`src/rtl/biphasic_stim_pulse_generator_defines.svh`:
```
// assertion macros shared by the rtl files
// every property is sampled on clk; the reset form is disabled while rst_n is low
`ifndef BIPHASIC_STIM_PULSE_GENERATOR_DEFINES_SVH
`define BIPHASIC_STIM_PULSE_GENERATOR_DEFINES_SVH

`ifndef ASSERT_OFF
`define BSP_ASSERT(label, prop, msg) \
  label: assert property (@(posedge clk) disable iff (!rst_n) (prop)) else $error(msg);
`define BSP_ASSERT_ALWAYS(label, prop, msg) \
  label: assert property (@(posedge clk) (prop)) else $error(msg);
`else
`define BSP_ASSERT(label, prop, msg)
`define BSP_ASSERT_ALWAYS(label, prop, msg)
`endif

`endif

```
`src/rtl/bsp_pkg.sv`:
```
`default_nettype none

package bsp_pkg;

  localparam int CFG_INDEX_W = 3;
  localparam int CFG_DATA_W  = 16;

  typedef enum logic [CFG_INDEX_W-1:0] {
    REG_PULSE_WIDTH_FIRST  = 3'd0,
    REG_PULSE_WIDTH_SECOND = 3'd1,
    REG_GAP_US             = 3'd2,
    REG_PERIOD_US          = 3'd3,
    REG_ON_MS              = 3'd4,
    REG_OFF_MS             = 3'd5
  } cfg_reg_e;

  // start request codes
  localparam logic [1:0] START_NONE   = 2'd0;
  localparam logic [1:0] START_FIRST  = 2'd1;
  localparam logic [1:0] START_SECOND = 2'd2;

  localparam logic [15:0] RST_PULSE_WIDTH = 16'd200;
  localparam logic [15:0] RST_GAP_US      = 16'd50;
  localparam logic [15:0] RST_PERIOD_US   = 16'd20000;
  localparam logic [15:0] RST_ON_MS       = 16'd550;
  localparam logic [15:0] RST_OFF_MS      = 16'd1050;

  localparam logic [15:0] ELAPSED_SAT = 16'hFFFF;

  typedef struct packed {
    logic [15:0] pulse_width_first;
    logic [15:0] pulse_width_second;
    logic [15:0] gap_us;
    logic [15:0] period_us;
    logic [15:0] on_ms;
    logic [15:0] off_ms;
  } cfg_regs_t;

  typedef struct packed {
    logic [1:0] stim_active;
    logic [1:0] cycle_enable;
    logic [1:0] bridge_enable;
    logic [1:0] overcurrent;
    logic [1:0] start_request;
  } in_item_t;

  typedef struct packed {
    logic [1:0] pos_drive;
    logic [1:0] neg_drive;
    logic       output_gate;
    logic       burst_on;
  } out_item_t;

  // lower limit is checked first; if the limits cross, only values below it get it
  function automatic logic [15:0] clamp_width(
    input logic [15:0] v,
    input logic [15:0] lo,
    input logic [15:0] hi
  );
    logic [15:0] r;
    if (v < lo) begin
      r = lo;
    end else if (v > hi) begin
      r = hi;
    end else begin
      r = v;
    end
    return r;
  endfunction

endpackage

`default_nettype wire

```
`src/rtl/bsp_cfg.sv`:
```
`default_nettype none

module bsp_cfg
  import bsp_pkg::*;
#(
  parameter int WIDTH_MIN = 50,
  parameter int WIDTH_MAX = 1000
) (
  input  wire logic                   clk,
  input  wire logic                   rst_n,
  input  wire logic                   cfg_valid,
  output logic                        cfg_ready,
  input  wire logic [CFG_INDEX_W-1:0] cfg_index,
  input  wire logic [CFG_DATA_W-1:0]  cfg_data,
  output cfg_regs_t                   regs
);

  localparam logic [15:0] WMIN = 16'(WIDTH_MIN);
  localparam logic [15:0] WMAX = 16'(WIDTH_MAX);

  cfg_regs_t regs_r;
  cfg_regs_t regs_nxt;

  assign cfg_ready = 1'b1;
  assign regs      = regs_r;

  always_comb begin
    regs_nxt = regs_r;
    if (cfg_valid) begin
      unique case (cfg_index)
        REG_PULSE_WIDTH_FIRST:  regs_nxt.pulse_width_first  = clamp_width(cfg_data, WMIN, WMAX);
        REG_PULSE_WIDTH_SECOND: regs_nxt.pulse_width_second = clamp_width(cfg_data, WMIN, WMAX);
        REG_GAP_US:             regs_nxt.gap_us             = cfg_data;
        REG_PERIOD_US:          regs_nxt.period_us          = cfg_data;
        REG_ON_MS:              regs_nxt.on_ms              = cfg_data;
        REG_OFF_MS:             regs_nxt.off_ms             = cfg_data;
        default:                regs_nxt = regs_r;
      endcase
    end
  end

  always_ff @(posedge clk) begin
    if (!rst_n) begin
      regs_r.pulse_width_first  <= RST_PULSE_WIDTH;
      regs_r.pulse_width_second <= RST_PULSE_WIDTH;
      regs_r.gap_us             <= RST_GAP_US;
      regs_r.period_us          <= RST_PERIOD_US;
      regs_r.on_ms              <= RST_ON_MS;
      regs_r.off_ms             <= RST_OFF_MS;
    end else begin
      regs_r <= regs_nxt;
    end
  end

endmodule

`default_nettype wire

```
`src/rtl/bsp_core.sv`:
```
`default_nettype none

`include "biphasic_stim_pulse_generator_defines.svh"

module bsp_core
  import bsp_pkg::*;
#(
  parameter int BRIDGES      = 2,
  parameter int TICKS_PER_MS = 1000
) (
  input  wire logic      clk,
  input  wire logic      rst_n,
  input  wire logic      in_acc,
  input  in_item_t       in_item,
  input  cfg_regs_t      regs,
  output out_item_t      result
);

  localparam int PRE_W = (TICKS_PER_MS > 1) ? $clog2(TICKS_PER_MS) : 1;
  localparam logic [PRE_W:0] TICKS = (PRE_W + 1)'(TICKS_PER_MS);

  logic [15:0]      phase_r, phase_nxt;
  logic [PRE_W-1:0] pre_r, pre_nxt;
  logic [15:0]      elapsed_r, elapsed_nxt;
  logic             running_r, running_nxt;
  logic             on_r, on_nxt;
  logic             gate_r, gate_nxt;

  logic [1:0]   stim, cyc, ben, start_mask;
  logic         start_hit;
  logic [PRE_W:0] pre_inc;
  logic [15:0]  el_tick;
  logic         active;
  logic [15:0]  width_b [2];
  logic [16:0]  gap_end [2];
  logic [17:0]  neg_end [2];
  logic [1:0]   en, pos, neg;
  logic [16:0]  phase_inc;

  // start request decode; second bridge exists only if configured
  always_comb begin
    start_hit  = (in_item.start_request == START_FIRST) ||
                 ((in_item.start_request == START_SECOND) && (BRIDGES >= 2));
    start_mask = 2'b00;
    if (start_hit) begin
      start_mask = (in_item.start_request == START_FIRST) ? 2'b01 : 2'b10;
    end
    cyc  = in_item.cycle_enable | start_mask;
    ben  = in_item.bridge_enable | start_mask;
    stim = in_item.stim_active & ~start_mask;
  end

  // burst timer
  always_comb begin
    running_nxt = running_r;
    on_nxt      = on_r;
    gate_nxt    = gate_r;
    pre_nxt     = pre_r;
    elapsed_nxt = elapsed_r;
    pre_inc     = '0;
    el_tick     = '0;
    if (start_hit) begin
      running_nxt = 1'b1;
      on_nxt      = 1'b1;
      gate_nxt    = 1'b1;
      pre_nxt     = '0;
      elapsed_nxt = '0;
    end
    if (running_nxt) begin
      pre_inc = {1'b0, pre_nxt} + 1'b1;
      el_tick = elapsed_nxt;
      if (pre_inc >= TICKS) begin
        pre_nxt = '0;
        if (elapsed_nxt != ELAPSED_SAT) begin
          el_tick = elapsed_nxt + 16'd1;
        end
      end else begin
        pre_nxt = pre_inc[PRE_W-1:0];
      end
      elapsed_nxt = el_tick;
      if (cyc == 2'b00) begin
        running_nxt = 1'b0;
        gate_nxt    = (stim != 2'b00);
      end else if (on_nxt && (el_tick >= regs.on_ms)) begin
        gate_nxt    = (stim != 2'b00);
        on_nxt      = 1'b0;
        elapsed_nxt = '0;
        pre_nxt     = '0;
      end else if (!on_nxt && (el_tick >= regs.off_ms)) begin
        gate_nxt    = 1'b1;
        on_nxt      = 1'b1;
        elapsed_nxt = '0;
        pre_nxt     = '0;
      end
    end
    active = running_nxt && on_nxt;
  end

  // per-bridge leg timing
  always_comb begin
    width_b[0] = regs.pulse_width_first;
    width_b[1] = regs.pulse_width_second;
    for (int b = 0; b < 2; b++) begin
      gap_end[b] = {1'b0, width_b[b]} + {1'b0, regs.gap_us};
      neg_end[b] = {1'b0, gap_end[b]} + {2'b00, width_b[b]};
      en[b]  = (b < BRIDGES) && (stim[b] || (cyc[b] && active)) &&
               ben[b] && !in_item.overcurrent[b];
      pos[b] = 1'b0;
      neg[b] = 1'b0;
      if (en[b]) begin
        if (phase_r < width_b[b]) begin
          pos[b] = 1'b1;
        end else if ({1'b0, phase_r} >= gap_end[b] && {2'b00, phase_r} < neg_end[b]) begin
          neg[b] = 1'b1;
        end
      end
    end
  end

  always_comb begin
    phase_inc = {1'b0, phase_r} + 17'd1;
    if (phase_inc >= {1'b0, regs.period_us}) begin
      phase_nxt = '0;
    end else begin
      phase_nxt = phase_inc[15:0];
    end
  end

  always_comb begin
    result.pos_drive   = pos;
    result.neg_drive   = neg;
    result.output_gate = gate_nxt;
    result.burst_on    = active;
  end

  always_ff @(posedge clk) begin
    if (!rst_n) begin
      phase_r   <= '0;
      pre_r     <= '0;
      elapsed_r <= '0;
      running_r <= 1'b0;
      on_r      <= 1'b0;
      gate_r    <= 1'b0;
    end else if (in_acc) begin
      phase_r   <= phase_nxt;
      pre_r     <= pre_nxt;
      elapsed_r <= elapsed_nxt;
      running_r <= running_nxt;
      on_r      <= on_nxt;
      gate_r    <= gate_nxt;
    end
  end

  `BSP_ASSERT(a_pre_range, {1'b0, pre_r} < TICKS, "prescaler beyond one millisecond")
  `BSP_ASSERT(a_start_runs, in_acc && start_hit |=> running_r, "start did not run the burst timer")
  `BSP_ASSERT(a_legs_excl, (pos & neg) == 2'b00, "both legs of one bridge driven")
  `BSP_ASSERT(a_on_needs_run, result.burst_on |-> running_nxt, "burst on without running timer")

endmodule

`default_nettype wire

```
`src/rtl/bsp_obuf.sv`:
```
`default_nettype none

`include "biphasic_stim_pulse_generator_defines.svh"

module bsp_obuf
  import bsp_pkg::*;
(
  input  wire logic clk,
  input  wire logic rst_n,
  input  wire logic push,
  input  out_item_t push_data,
  output logic      full,
  output logic      out_valid,
  input  wire logic out_stall,
  output out_item_t out_data
);

  logic      main_valid_r, main_valid_nxt;
  logic      skid_valid_r, skid_valid_nxt;
  out_item_t main_r, main_nxt;
  out_item_t skid_r, skid_nxt;
  logic      pop;

  assign pop       = main_valid_r && !out_stall;
  assign full      = skid_valid_r;
  assign out_valid = main_valid_r;
  assign out_data  = main_r;

  always_comb begin
    main_valid_nxt = main_valid_r;
    skid_valid_nxt = skid_valid_r;
    main_nxt       = main_r;
    skid_nxt       = skid_r;
    if (!main_valid_r) begin
      if (push) begin
        main_valid_nxt = 1'b1;
        main_nxt       = push_data;
      end
    end else if (skid_valid_r) begin
      if (pop) begin
        main_nxt       = skid_r;
        skid_valid_nxt = 1'b0;
      end
    end else begin
      if (pop && push) begin
        main_nxt = push_data;
      end else if (pop) begin
        main_valid_nxt = 1'b0;
      end else if (push) begin
        skid_valid_nxt = 1'b1;
        skid_nxt       = push_data;
      end
    end
  end

  always_ff @(posedge clk) begin
    if (!rst_n) begin
      main_valid_r <= 1'b0;
      skid_valid_r <= 1'b0;
    end else begin
      main_valid_r <= main_valid_nxt;
      skid_valid_r <= skid_valid_nxt;
    end
  end

  always_ff @(posedge clk) begin
    main_r <= main_nxt;
    skid_r <= skid_nxt;
  end

  `BSP_ASSERT(a_skid_order, skid_valid_r |-> main_valid_r, "skid holds data ahead of main")
  `BSP_ASSERT(a_skid_fill, push && !pop && main_valid_r |=> skid_valid_r, "stalled result lost")
  `BSP_ASSERT(a_drain, pop && !push && !skid_valid_r |=> !main_valid_r, "result repeated")

endmodule

`default_nettype wire

```
`src/rtl/biphasic_stim_pulse_generator.sv`:
```
// channel  direction  handshake            payload
// in       input      in_valid / in_stall  in_data   (in_item_t, one microsecond tick)
// out      output     out_valid / out_stall out_data (out_item_t, one per tick)
// cfg      input      cfg_valid / cfg_ready cfg_index, cfg_data (register write)
//
// a tick is taken every clock while in_stall is low; its result is registered in the
// output buffer before out_data shows it; start decode, burst timer and leg compares
// are one combinational pass from the state registers into the output register
// rst_n is synchronous; it clears the timers and restores register defaults
// a two-entry output buffer lets a tick be taken while a result waits; in_stall
// rises only when both entries hold results that out_stall keeps back
`default_nettype none

module biphasic_stim_pulse_generator
  import bsp_pkg::*;
#(
  parameter int BRIDGES      = 2,
  parameter int TICKS_PER_MS = 1000,
  parameter int WIDTH_MIN    = 50,
  parameter int WIDTH_MAX    = 1000
) (
  input  wire logic                   clk,
  input  wire logic                   rst_n,
  // tick transactions
  input  wire logic                   in_valid,
  output logic                        in_stall,
  input  in_item_t                    in_data,
  // result transactions
  output logic                        out_valid,
  input  wire logic                   out_stall,
  output out_item_t                   out_data,
  // register writes
  input  wire logic                   cfg_valid,
  output logic                        cfg_ready,
  input  wire logic [CFG_INDEX_W-1:0] cfg_index,
  input  wire logic [CFG_DATA_W-1:0]  cfg_data
);

  cfg_regs_t regs;
  out_item_t result;
  logic      in_acc;
  logic      buf_full;

  // a tick is taken whenever the output buffer has a free entry
  assign in_stall = buf_full;
  assign in_acc   = in_valid && !in_stall;

  // register file, width writes saturate to the allowed range
  bsp_cfg #(
    .WIDTH_MIN (WIDTH_MIN),
    .WIDTH_MAX (WIDTH_MAX)
  ) u_cfg (
    .clk       (clk),
    .rst_n     (rst_n),
    .cfg_valid (cfg_valid && cfg_ready),
    .cfg_ready (cfg_ready),
    .cfg_index (cfg_index),
    .cfg_data  (cfg_data),
    .regs      (regs)
  );

  // phase counter, burst timer and leg drive; state moves only on an accepted tick
  bsp_core #(
    .BRIDGES      (BRIDGES),
    .TICKS_PER_MS (TICKS_PER_MS)
  ) u_core (
    .clk     (clk),
    .rst_n   (rst_n),
    .in_acc  (in_acc),
    .in_item (in_data),
    .regs    (regs),
    .result  (result)
  );

  // result register plus skid entry
  bsp_obuf u_obuf (
    .clk       (clk),
    .rst_n     (rst_n),
    .push      (in_acc),
    .push_data (result),
    .full      (buf_full),
    .out_valid (out_valid),
    .out_stall (out_stall),
    .out_data  (out_data)
  );

endmodule

`default_nettype wire

```
`config.mk`:
```
export PLATFORM = sky130hd
export DESIGN_NAME = biphasic_stim_pulse_generator
export DESIGN_NICKNAME = d
export VERILOG_FILES = /design/src/rtl/bsp_pkg.sv /design/src/rtl/bsp_cfg.sv /design/src/rtl/bsp_core.sv /design/src/rtl/bsp_obuf.sv /design/src/rtl/biphasic_stim_pulse_generator.sv
export VERILOG_INCLUDE_DIRS = /design/src /design/src/rtl
export SDC_FILE = /design/constraint.sdc
export NUM_CORES = 1
export LEC_CHECK = 0
export BUFFER_PORTS_ARGS = -buffer_cell sky130_fd_sc_hd__buf_2
export CAP_MARGIN = 20
export CORE_UTILIZATION = 58
export CTS_CLUSTER_SIZE = 24
export DETAILED_ROUTE_END_ITERATION = 8
export GPL_TIMING_DRIVEN = 0
export PLACE_DENSITY = 0.78
export SYNTH_ARGS = -nofsm -noshare
export SYNTH_HDL_FRONTEND = slang
export SYNTH_SLANG_ARGS = --single-unit
```
`constraint.sdc`:
```
create_clock -name clk -period 5.9 [get_ports clk]
set_clock_uncertainty 0.1 [all_clocks]
set_input_delay 0.295 -clock clk [delete_from_list [all_inputs] [get_ports clk]]
set_output_delay 0.295 -clock clk [all_outputs]
set_load 0.05 [all_outputs]
```
; ---- Yosys cells after proc, flatten, opt, wreduce, memory -nomap -nowiden
; Cells that the tools add are included.
[word_totals]
reg_bits = 155
output_inout_bits = 9
word_cells = 147
[op_classes]
n_bitwise = 7
n_reduce_logical = 34
n_lt_le_gt_ge = 12
add_sub_neg = 7
eq_ne = 10
muxes = 55
[ops]
columns = operator, count
row1 = 2-to-1 mux 16 bit, 11
row2 = 2-to-1 mux 10 bit, 6
row3 = adder 17 x 16 -> 18 bit, 2
row4 = less-than comparator 16 x 18 -> 1 bit, 2
row5 = adder 16 x 16 -> 17 bit, 2
row6 = greater-or-equal comparator 16 x 17 -> 1 bit, 2
row7 = greater-or-equal comparator 16 bit, 2
row8 = less-than comparator 16 bit, 2
row9 = 2-to-1 mux 1 bit, 31
row10 = 2-to-1 mux 6 bit, 5
row11 = adder 16 x 1 -> 17 bit (second input constant), 1
row12 = greater-or-equal comparator 17 x 16 -> 1 bit, 1
row13 = adder 16 x 1 -> 16 bit (second input constant), 1
row14 = > comparator 16 x 10 -> 1 bit (second input constant), 1
row15 = less-than comparator 16 x 6 -> 1 bit (second input constant), 1
row16 = inequality test 16 bit (second input constant), 1
row17 = logical AND 1 bit, 14
row18 = AND reduction 2 bit, 6
row19 = adder 10 x 1 -> 11 bit (second input constant), 1
row20 = greater-or-equal comparator 11 x 10 -> 1 bit (second input constant), 1
row21 = equality test 3 x 2 -> 1 bit (second input constant), 2
row22 = equality test 3 bit (second input constant), 2
row23 = inequality test 3 bit (second input constant), 2
row24 = zero test 1 bit, 5
row25 = other kinds (14), 21

; ---- Depth between registers and ports, before layout
; Gate-level depths: netlist of the first run.
[logic_depth]
ltp_word = 22
ltp_mapped = 26

; ---- Cells and area by module
; A second synthesis of the first run with hierarchy kept.
[unflattened]
hier_cells = 1653
hier_area_um2 = 13247.7
[modules_own_cells]
columns = mod, seq_area_each_um2, cells_each, area_per_inst_um2, n_inst
row1 = bsp_core, 900.9, 1208, 9132.5, 1
row2 = bsp_cfg, 1921.8, 412, 3543.4, 1
row3 = bsp_obuf, 400.4, 31, 551.8, 1
row4 = biphasic_stim_pulse_generator, 0.0, 2, 20.0, 1

; ---- Worst setup path before layout of the first run
; OpenSTA, ideal clock, no wires.
[synth_timing]
kind = in2reg
startpoint = input in_data[0] (netlist name)
endpoint = register u_obuf.main_r, in the netlist u_obuf.out_data[2], data pin
path_buffers = 4
setup_ps = 260
slack_ps = -14
t_required_ps = 5540
arrival_ps = 5555
cell_stages = 25
cell_sequence = inv_1 -> ha_1 -> buf_2 -> clkbuf_1 -> buf_1 -> clkbuf_1 -> and2_1 -> ha_1 -> nand4_1 -> nor3_1 -> o21ai_1 -> a211o_1 -> o41ai_4 -> nand3_2 -> xnor2_1 -> and2_1 -> ha_1 -> nand2_1 -> nor3_1 -> a21oi_1 -> o311ai_0 -> o32ai_1 -> o311ai_0 -> nor3b_1 -> mux2_2
[synth_rtl]
columns = item, line_no
row1 = "start, declared", biphasic_stim_pulse_generator.sv:27  ; input in_item_t in_data,
row2 = "end signal, assigned", bsp_obuf.sv:67  ; main_r <= main_nxt;
row3 = "end, declared", bsp_obuf.sv:20  ; out_item_t main_r, main_nxt;

==> out/results.tsv, run 1 <==
metric	value	unit
switching_share	31.70	%
status	complete, no violations	
dieHeight	153.6	um
finalSetupViolCount	0	
syn_inst	1662	
nNetsFinal	1990	
grtUsageTotal	32.64	%
n_fill_cell	1909	
synth_fp_nets	1909	
layout-drive-gt1-share	9.972	%
hold_path_class	input port to register	
clk_pin_slew	0.07	ns
rows	55	
drv_slew	0	
ant_nets	0	
worst_slew_pin_slew	1.056	ns
worstPathRequired	6.11	ns
clk-insertion-delay-late	0.45	ns
syn_area_per_cell	8.024	um2
endpoint_kind	register	
hold_viol	0	
grt_pass1_wl	61040	um
dieArea	0.02360	mm2
clockRootBuffer	clkbuf_16	
multi_input_area	0.009741	mm2
maxCapViolCount	0	
start_util	59.09	%
p_leak	6.721	nW
cp_common_cell	buf_6	
timing.setup.tns	0	ns
fmax	173.4	MHz
ctsHoldBuffers	0	
ir_drop	0.1642	mV
cp.arrival	5.97	ns
fin_crit_sh	97.73	%
die_x	153.6	um
io_pins	43	
drc	0	
antenna_found_initial	0	
seq_area_frac_synth	24.17	%
combPwrFrac	19.5	%
ys_warn_count	0	
cts_tree	yes	
numCtsBuffers	17	
pwr-share-seq	41.2	%
avgViaCountPerCell	6.268	
dp_hpwl	29260	um
gp_congestion	0.9516	
synth_flop_cell	dfxtp_1	
io_buffers	41	
first_pass_iters	5	
post-synth-top-area-cell	dfxtp_1	
synth_edf_count	12	
slowest_stage	nor3_2	
crit_fanout	10	
crit_type	input port to register	
powerDensity	180.6	mW/mm2
cts_buffer_depth	2	
synthArstFlopShare	0	%
core_area	0.02257	mm2
cpPeakStageDelay	0.37	ns
grt_pass1_vias	11980	
fin_crit	5.766	ns
ys_types	77	
mappedNetlistArea	0.01334	mm2
n_antenna_cell	0	
synth.area.top_cells	dfxtp_1 21%, ha_1 20%, nand2_1 6.6%, inv_1 4.0%, a21boi_0 3.5%	
seqCellArea	0.003226	mm2
cts_sinks	155	
grt_overflow	0	
htreeDepth	4	
post-synth-top-count-cell	nand2_1	
max_slew_margin	29.05	%
pwr-share-clk	39.3	%
drt-wirelength-per-cell	18.97	um
wl	38700	um
drtIter0Drc	962	
p_int	1.849	mW
area_delta_synth_final	12.37	%
crit_path_start_kind	input port	
vias	12790	
synth_top_area_share	21.47	%
synth_common_cells	234 x nand2_1, 209 x ha_1, 143 x dfxtp_1, 143 x inv_1, 83 x a21oi_1	
grt_start_max_net_pins	17	
ys_seq_elements	155	
p_sw	0.8581	mW
whs	0.01981	ns
[final timing paths]
path	from	end	slack (ns)	cells past startpoint
setup / recovery	in_data[0]	u_obuf.out_data[4]$_DFFE_PP_	0.13	27
setup reg to reg	u_cfg.regs[48]$_SDFFE_PN0P_	u_obuf.out_data[3]$_DFFE_PP_	0.20	23
hold reg to reg	u_cfg.regs[39]$_SDFFE_PN0P_	u_cfg.regs[39]$_SDFFE_PN0P_	0.37	2
hold / removal	in_valid	u_obuf.full$_SDFFE_PN0P_	0.02	3
[logic make-up after synthesis]
kind of cell               after synthesis  share of synthesized area (%)
muxes                                   11                         0.8819
other                                    1                        0.02812
buffers and inverters                  191                          5.432
and+or+nand+nor                        570                          20.78
DFF                                    155                          24.17
xor gates and xnor gates                86                          5.648
AOI/OAI and AO/OA                      435                          22.85
adders and majority gates              213                          20.21
[final cells by class]
class                      instances  share of cell area (%)
buffer                            48                   1.436
clock buffer                      18                   2.930
clock inverter                    13                  0.7514
inverter                         143                   3.582
multi-input combinational       1316                   64.99
sequential                       155                   21.52
tap                              285                   2.379
timing repair buffer              62                   2.404
[layout by cell type, fill, tap and decap left out, types with 40 or more instances in the layout]
cell,Yosys,routed
xor2_1,44,42
o21ai_0,64,58
clkbuf_1,42,40
inv_1,143,143
nor2_1,77,75
nand2_1,234,234
dfxtp_1,143,141
nand3_1,42,42
a21oi_1,83,81
buf_2,3,43
xnor2_1,42,40
a21boi_0,62,60
ha_1,209,208
[registers in the layout (all words and copies together) (netlist names)]
| register | cells |
|---|---|
| u_core.gate_r | 1 |
| u_core.on_r | 1 |
| u_core.pre_r | 10 |
| u_obuf.full | 1 |
| u_obuf.skid_r | 6 |
| u_cfg.regs | 96 |
| u_obuf.out_data | 6 |
| u_core.phase_r | 16 |
| u_core.running_r | 1 |
| u_obuf.out_valid | 1 |
| u_core.elapsed_r | 16 |
[power groups by stage]
stage	Clock (mW)	Sequential [mW]	Combinational [mW]
CTS	1.07	1.11	0.503
detailed placement	0	1.14	0.487
global placement	0	1.14	0.474
global route	1.11	1.12	0.581
floorplan	0	1.14	0.337
finish	1.06	1.12	0.527
[per-layer routing]
metal / part of all wire (%) / wire (um) / track usage, %
met5: 0 / 0 / 0
met3: 7.6 / 2959 / 5.242
met1: 43 / 16630 / 42.07
met2: 46 / 17800 / 53.83
met4: 3.4 / 1307 / 14.29
[worst max-delay path, delay by kind of cell]
family          cells  cell delay [ns]
compound gates      7             1.51
xor+xnor            1             0.36
fa+ha+maj           3             0.82
buf+inv             8             1.21
mux                 1             0.22
simple gates        7             1.52
[what timing repair did]
action,in CTS,in global routing
resized for setup,47,45
pin swaps,10,19
cloned,0,0
endpoints found under the hold margin,0,0
buffers inserted,12,8
endpoints found under the setup margin,40,39
[through the flow]
step,power [mW],worst slack [ns],util [%],cell area [um2],cells
after floorplan,1.480,0.04359,-,13340,1662
after global placement,1.611,-2.004,61.57,13900,1988
after detailed placement,1.625,-2.072,61.57,13900,1988
after CTS,2.685,-0.007643,65.23,14720,2031
after global routing,2.813,-0.05722,66.40,14990,2040
final,2.707,0.1342,66.40,14990,2040
(Power assumes the default switching activity.)
==> inputs of run 2 (changes only) <==
--- a/config.mk
+++ b/config.mk
@@ -6,6 +6,7 @@
 export SDC_FILE = /design/constraint.sdc
 export NUM_CORES = 1
 export LEC_CHECK = 0
+export ABC_AREA = 1
 export BUFFER_PORTS_ARGS = -buffer_cell sky130_fd_sc_hd__buf_2
 export CAP_MARGIN = 20
 export CORE_UTILIZATION = 58
==> out/results.tsv, run 2 <==
metric	value	unit	change
combPwrFrac	20.7	%	was 19.5%
grtUsageTotal	31.51	%	was 32.64%
max_slew_margin	40.89	%	was 29.05%
ys_types	48		was 77
drc	0		unchanged
dieHeight	155.2	um	was 153.6 um
synth_flop_cell	dfxtp_1		unchanged
min_from	out_stall		was in_valid
drv_slew	0		unchanged
vias	13500		was 12,790
ir_drop	0.2015	mV	was 0.1642 mV
seq_area_frac_synth	23.67	%	was 24.17%
status	complete, no violations		unchanged
clockRootBuffer	clkbuf_16		unchanged
htreeDepth	4		unchanged
powerDensity	192.9	mW/mm2	was 180.6 mW/mm2
worstPathRequired	6.10	ns	was 6.11 ns
layout_common_cells	382 x nand2_1, 319 x inv_1, 230 x a21oi_1, 209 x ha_1, 143 x dfxtp_1		was 234 x nand2_1, 208 x ha_1, 143 x inv_1, 141 x dfxtp_1, 81 x a21oi_1
clk-insertion-delay-late	0.43	ns	was 0.45 ns
reg2reg_from	u_cfg.regs[80]$_SDFFE_PN0P_		was u_cfg.regs[48]$_SDFFE_PN0P_
maxCapViolCount	0		unchanged
first_pass_iters	9		was 5
place_inst	2340		was 1,988
synth_edf_count	12		unchanged
grt_start_max_net_pins	17		unchanged
r2r_slack	0.90	ns	was 0.20 ns
synth_fp_nets	2233		was 1,909
grt_pass1_wl	60310	um	was 61,040 um
fmax	199.8	MHz	was 173.4 MHz
whs	0.01914	ns	was 0.01981 ns
clk_pin_slew	0.06	ns	was 0.07 ns
dpl_cell_area	0.01422	mm2	was 0.01390 mm2
rows	55		unchanged
dieArea	0.02410	mm2	was 0.02360 mm2
finalSetupViolCount	0		unchanged
crit_type	register to register		was input port to register
endpoint_kind	register		unchanged
p_int	1.997	mW	was 1.849 mW
numCtsBuffers	17		unchanged
whs_endpoint	u_obuf.full$_SDFFE_PN0P_		unchanged
gp_congestion	0.9581		was 0.9516
antenna_found_initial	0		unchanged
wl	37630	um	was 38,700 um
hold_viol	0		unchanged
synthArstFlopShare	0	%	unchanged
hold_path_class	input port to register		unchanged
fin_crit_sh	84.82	%	was 97.73%
avgViaCountPerCell	5.692		was 6.268
core_area	0.02285	mm2	was 0.02257 mm2
layout-drive-gt1-share	6.608	%	was 9.972%
postCtsSetupBuffers	0		was 12
cts_buffer_depth	2		unchanged
drtIter0Drc	941		was 962
cts.repair.resized	0		was 47
n_fill_cell	2075		was 1,909
slowest_stage	dfxtp_1		was nor3_2
synth_top_area_share	21.02	%	was 21.47%
post-synth-top-count-cell	nand2_1		unchanged
io_buffers	41		unchanged
die_x	155.2	um	was 153.6 um
n_antenna_cell	0		unchanged
nNetsFinal	2294		was 1,990
grt_overflow	0		unchanged
grt_setup_unrepaired	false		
switching_share	30.18	%	was 31.70%
synth_common_cells	382 x nand2_1, 319 x inv_1, 230 x a21oi_1, 209 x ha_1, 143 x dfxtp_1		was 234 x nand2_1, 209 x ha_1, 143 x dfxtp_1, 143 x inv_1, 83 x a21oi_1
layout_commonest_cell	nand2_1		unchanged
worst_slew_pin_slew	0.8834	ns	was 1.056 ns
start_util	59.61	%	was 59.09%
worstHoldPathCells	3		unchanged
cpPeakStageDelay	0.46	ns	was 0.37 ns
fin_util	64.90	%	was 66.40%
grt_pass1_vias	12830		was 11,980
timing.setup.tns	0	ns	unchanged
fin_cells	2371		was 2,040
rr_worst_depth	27		was 23
rr_endpoint	u_obuf.out_data[2]$_DFFE_PP_		was u_obuf.out_data[3]$_DFFE_PP_
drt-wirelength-per-cell	15.87	um	was 18.97 um
final_area	0.01483	mm2	was 0.01499 mm2
post-synth-top-area-cell	dfxtp_1		unchanged
p_leak	7.396	nW	was 6.721 nW
ctsHoldBuffers	0		unchanged
ant_nets	0		unchanged
cts_tree	yes		unchanged
ys_seq_elements	155		unchanged
p_sw	0.8634	mW	was 0.8581 mW
largest_register_ffs	96		unchanged
mappedNetlistArea	0.01362	mm2	was 0.01334 mm2
synth.area.top_cells	dfxtp_1 21%, ha_1 19%, nand2_1 11%, inv_1 8.8%, a21oi_1 8.5%		was dfxtp_1 21%, ha_1 20%, nand2_1 6.6%, inv_1 4.0%, a21boi_0 3.5%
cp.arrival	5.21	ns	was 5.97 ns
syn_inst	1986		was 1,662
ys_warn_count	0		unchanged
pwr-share-seq	39.3	%	was 41.2%
dp_hpwl	30130	um	was 29,260 um
fin_crit	5.005	ns	was 5.766 ns
crit_fanout	5		was 10
cts_sinks	155		unchanged
syn_area_per_cell	6.858	um2	was 8.024 um2
crit_path_start_kind	register		was input port
io_pins	43		unchanged
area_delta_synth_final	8.875	%	was 12.37%
pwr-share-clk	39.9	%	was 39.3%
## run 2: worst max-delay path by stage
| stage | from | to | slack (ns) |
|---|---|---|---|
| 2_1_floorplan | u_cfg.regs[80]$_SDFFE_PN0P_ | u_obuf.out_data[2]$_DFFE_PP_ | 1.73 |
| 3_3_place_gp | in_data[0] | u_core.pre_r[8]$_SDFFE_PN0P_ | 0.93 |
| 3_5_place_dp | in_data[0] | u_core.pre_r[9]$_SDFFE_PN0P_ | 0.86 |
| 4_1_cts | u_cfg.regs[80]$_SDFFE_PN0P_ | u_obuf.out_data[2]$_DFFE_PP_ | 0.91 |
| 5_1_grt | u_cfg.regs[48]$_SDFFE_PN0P_ | u_obuf.out_data[2]$_DFFE_PP_ | 0.48 |
| 6_report | u_cfg.regs[80]$_SDFFE_PN0P_ | u_obuf.out_data[2]$_DFFE_PP_ | 0.90 |
## run 2: worst max-delay path: cells and delay by family (launching register included)
kind	cells	cell delay (ns)
AOI/OAI and AO/OA	6	1.32
xor gates and xnor gates	2	0.38
adders and majority gates	4	1.27
buffers and inverters	4	0.20
DFF	1	0.46
and+or+nand+nor	11	1.13
## run 2: cell families after synthesis
logic type | after synthesis | share of synthesized area [%]
buffers and inverters | 391 | 11.20
other | 1 | 0.02753
xor gates and xnor gates | 77 | 4.952
and+or+nand+nor | 713 | 22.78
AOI/OAI and AO/OA | 436 | 17.58
adders and majority gates | 213 | 19.79
DFF | 155 | 23.67
## run 2: area by class of cell
cell class	instances	area, um2	share of cell area (%)
Clock inverter	10	138.9	0.9366
Sequential cell	155	3223	21.74
Tap cell	313	391.6	2.641
Multi-Input combinational cell	1440	8871	59.83
Buffer	51	249.0	1.679
Inverter	340	1276	8.607
Timing Repair Buffer	42	210.2	1.418
Clock buffer	20	467.9	3.156
## run 2: power groups by stage
stage,Sequential (mW),Clock (mW),Combinational [mW]
floorplan,1.15,0,0.418
global placement,1.15,0,0.565
detailed placement,1.15,0,0.583
CTS,1.12,1.15,0.588
global route,1.13,1.19,0.665
finish,1.13,1.14,0.592
## run 2: metrics by stage
step / total power [mW] / worst slack [ns]
3_3_place_gp: 1.710 / 0.9278
6_report: 2.860 / 0.8954
5_1_grt: 2.985 / 0.4752
3_5_place_dp: 1.729 / 0.8619
4_1_cts: 2.863 / 0.9090
2_1_floorplan: 1.572 / 1.731
## run 2: routing by layer
layer,part of all wire [%],up-vias,global-route usage [%],wire [um]
met5,0,-,0,0
met4,2.7,0,11.67,1026
met3,5.3,84,4.150,2002
met2,50,406,58.49,18770
met1,42,6246,36.73,15820
li1,-,6759,-,-
==> inputs of run 3 (changes only) <==
--- a/config.mk
+++ b/config.mk
@@ -6,14 +6,14 @@
 export SDC_FILE = /design/constraint.sdc
 export NUM_CORES = 1
 export LEC_CHECK = 0
-export ABC_AREA = 1
+export ABC_AREA = 0
 export BUFFER_PORTS_ARGS = -buffer_cell sky130_fd_sc_hd__buf_2
 export CAP_MARGIN = 20
-export CORE_UTILIZATION = 58
+export CORE_UTILIZATION = 60
 export CTS_CLUSTER_SIZE = 24
 export DETAILED_ROUTE_END_ITERATION = 8
 export GPL_TIMING_DRIVEN = 0
-export PLACE_DENSITY = 0.78
+export PLACE_DENSITY = 0.77
 export SYNTH_ARGS = -nofsm -noshare
 export SYNTH_HDL_FRONTEND = slang
 export SYNTH_SLANG_ARGS = --single-unit
==> constraint.sdc (replaced) <==
create_clock -name clk -period 5 [get_ports clk]
set_clock_uncertainty 0.1 [all_clocks]
set_input_delay 0.25 -clock clk [delete_from_list [all_inputs] [get_ports clk]]
set_output_delay 0.25 -clock clk [all_outputs]
set_load 0.05 [all_outputs]
==> out/results.tsv, run 3 (synthesized netlist as in run 1, its figures left out) <==
metric	value	unit	change
grt_pass1_wl	60710	um	was 60,310 um
final_area	0.01626	mm2	was 0.01483 mm2
die_x	151.1	um	was 155.2 um
core_area	0.02182	mm2	was 0.02285 mm2
ant_nets	0		unchanged
pwr-share-clk	39.7	%	was 39.9%
layout_commonest_cell	nand2_1		unchanged
clk_pin_slew	0.08	ns	was 0.06 ns
ir_drop	0.2009	mV	was 0.2015 mV
p_int	2.232	mW	was 1.997 mW
fin_crit_sh	105.2	%	was 84.82%
clockRootBuffer	clkbuf_16		unchanged
numCtsBuffers	17		unchanged
grt_start_max_net_pins	19		was 17
met1_length	17810	um	was 15,820 um
drt-wirelength-per-cell	19.70	um	was 15.87 um
endpoint_kind	register		unchanged
maxCapViolCount	0		unchanged
setup_ws	-0.2602	ns	was 0.8954 ns
place_ws	-1.258	ns	was 0.8619 ns
switching_share	32.60	%	was 30.18%
crit_type	register to register		unchanged
status	complete, but fails checks		was complete, no violations
cpPeakStageDelay	0.41	ns	was 0.46 ns
finalSetupViolCount	7		was 0
avgViaCountPerCell	6.316		was 5.692
worstPathRequired	5.21	ns	was 6.10 ns
hold_path_class	input port to register		unchanged
worst_slew_pin_slew	1.061	ns	was 0.8834 ns
p_sw	1.080	mW	was 0.8634 mW
fin_crit	5.260	ns	was 5.005 ns
violations	negative setup slack		
drv_slew	0		unchanged
slowest_stage	fa_2		was dfxtp_1
place_inst	1983		was 2,340
first_pass_iters	7		was 9
clk-insertion-delay-late	0.44	ns	was 0.43 ns
io_pins	43		unchanged
start_util	61.11	%	was 59.61%
layout_common_cells	230 x nand2_1, 188 x ha_1, 138 x inv_1, 133 x dfxtp_1, 74 x buf_4		was 382 x nand2_1, 319 x inv_1, 230 x a21oi_1, 209 x ha_1, 143 x dfxtp_1
dieArea	0.02283	mm2	was 0.02410 mm2
crit_fanout	4		was 5
vias	13240		was 13,500
drtIter0Drc	1185		was 941
fin_cells	2097		was 2,371
n_fill_cell	1582		was 2,075
met2_length	18840	um	was 18,770 um
p_leak	7.281	nW	was 7.396 nW
drc	0		unchanged
htreeDepth	4		unchanged
dpl_cell_area	0.01403	mm2	was 0.01422 mm2
grt_pass1_vias	11880		was 12,830
highest_layer	met4		unchanged
path_cells	buf_4, buf_6, ha_4, inv_2, fa_2, nor2b_2, o31a_1, o211ai_1, a21oi_2, o21ai_2, o21ai_1, xor2_1, ha_1, and3_1, a211o_1, a311oi_2, ha_2, a2111oi_4, a211oi_2, o21ai_1, a21oi_1, a21boi_2, nor3b_2, mux2_4		
cts_sinks	155		unchanged
cts_tree	yes		unchanged
wl	41320	um	was 37,630 um
area_delta_synth_final	21.93	%	was 8.875%
nNetsFinal	2051		was 2,294
powerDensity	203.7	mW/mm2	was 192.9 mW/mm2
layout-drive-gt1-share	18.44	%	was 6.608%
whs	0.01303	ns	was 0.01914 ns
total_power	3.312	mW	was 2.860 mW
wl_met3	3310	um	was 2002 um
rows	54		was 55
cp.arrival	5.47	ns	was 5.21 ns
grt_setup_unrepaired	true		was false
grtUsageTotal	34.33	%	was 31.51%
hold_viol	0		unchanged
timing.setup.tns	-0.8443	ns	was 0 ns
antenna_found_initial	0		unchanged
cp_common_cell	o21ai_1		
n_antenna_cell	0		unchanged
max_slew_margin	28.75	%	was 40.89%
dieHeight	151.1	um	was 155.2 um
pwr-share-seq	39.8	%	was 39.3%
io_buffers	41		unchanged
grt_overflow	0		unchanged
dp_hpwl	28970	um	was 30,130 um
crit_path_start_kind	register		unchanged
gp_congestion	0.9156		was 0.9581
largest_register_ffs	96		unchanged
combPwrFrac	20.5	%	was 20.7%
fmax	190.1	MHz	was 199.8 MHz
fin_util	74.51	%	was 64.90%
cts_buffer_depth	2		unchanged
## run 3: changes by cell type in the layout (fill, tap and decap cells not counted), sizes merged, moves of 35 or more
cell / change
a21boi: +59
a21oi: -146
buf: +72
inv: -189
nand2: -157
nand3: -37
nor2: -45
nor2b: +35
o21ai: -57
## run 3: cell type report
cell class / instances / area, um2 / area share (%)
Multi-Input combinational cell: 1316 / 10410 / 64.04
Sequential cell: 155 / 3246 / 19.96
Timing Repair Buffer: 125 / 899.6 / 5.532
Inverter: 143 / 539.3 / 3.316
Clock buffer: 17 / 425.4 / 2.616
Tap cell: 280 / 350.3 / 2.155
Buffer: 46 / 217.7 / 1.339
Clock inverter: 15 / 168.9 / 1.039
## run 3: metal layers
metal	vias to the layer above	track usage (%)
met5	-	0
met4	0	13.40
met3	112	5.181
met2	591	53.74
met1	6269	47.24
li1	6272	-
## run 3: power groups by stage
stage                     clock [mW]  sequential (mW)  combinational [mW]
after floorplan                    0             1.35               0.408
after global placement             0             1.34               0.564
after detailed placement           0             1.34               0.581
after CTS                       1.31             1.31               0.632
after global routing            1.37             1.32               0.741
final                           1.31             1.32               0.681
## run 3: path summary, 6_finish.rpt
path | startpoint | endpoint | slack (ns) | cells after the start
worst max register to register | u_cfg.regs[48]$_SDFFE_PN0P_ | u_obuf.out_data[2]$_DFFE_PP_ | -0.26 | 24
worst min register to register | u_cfg.regs[27]$_SDFFE_PN0P_ | u_cfg.regs[27]$_SDFFE_PN0P_ | 0.37 | 2
worst min-delay path | in_valid | u_obuf.full$_SDFFE_PN0P_ | 0.01 | 3
worst max-delay path | u_cfg.regs[48]$_SDFFE_PN0P_ | u_obuf.out_data[2]$_DFFE_PP_ | -0.26 | 24
## run 3: timing repair
item / 4_1_cts / 5_1_grt
gates resized for setup: 115 / 105
buffers inserted: 45 / 40
endpoints found under the setup margin: 40 / 40
hold buffers: 0 / 0
pin swaps: 53 / 82
hold endpoints to repair: 0 / 0
## run 3: critical path: cells and delay by family (launching register included)
family | cells | cell delay, ns
muxes | 1 | 0.18
buffers and inverters | 3 | 0.25
adders and majority gates | 4 | 1.18
DFF | 1 | 0.39
AOI/OAI and AO/OA | 12 | 2.24
xor gates and xnor gates | 1 | 0.23
and+or+nand+nor | 3 | 0.56
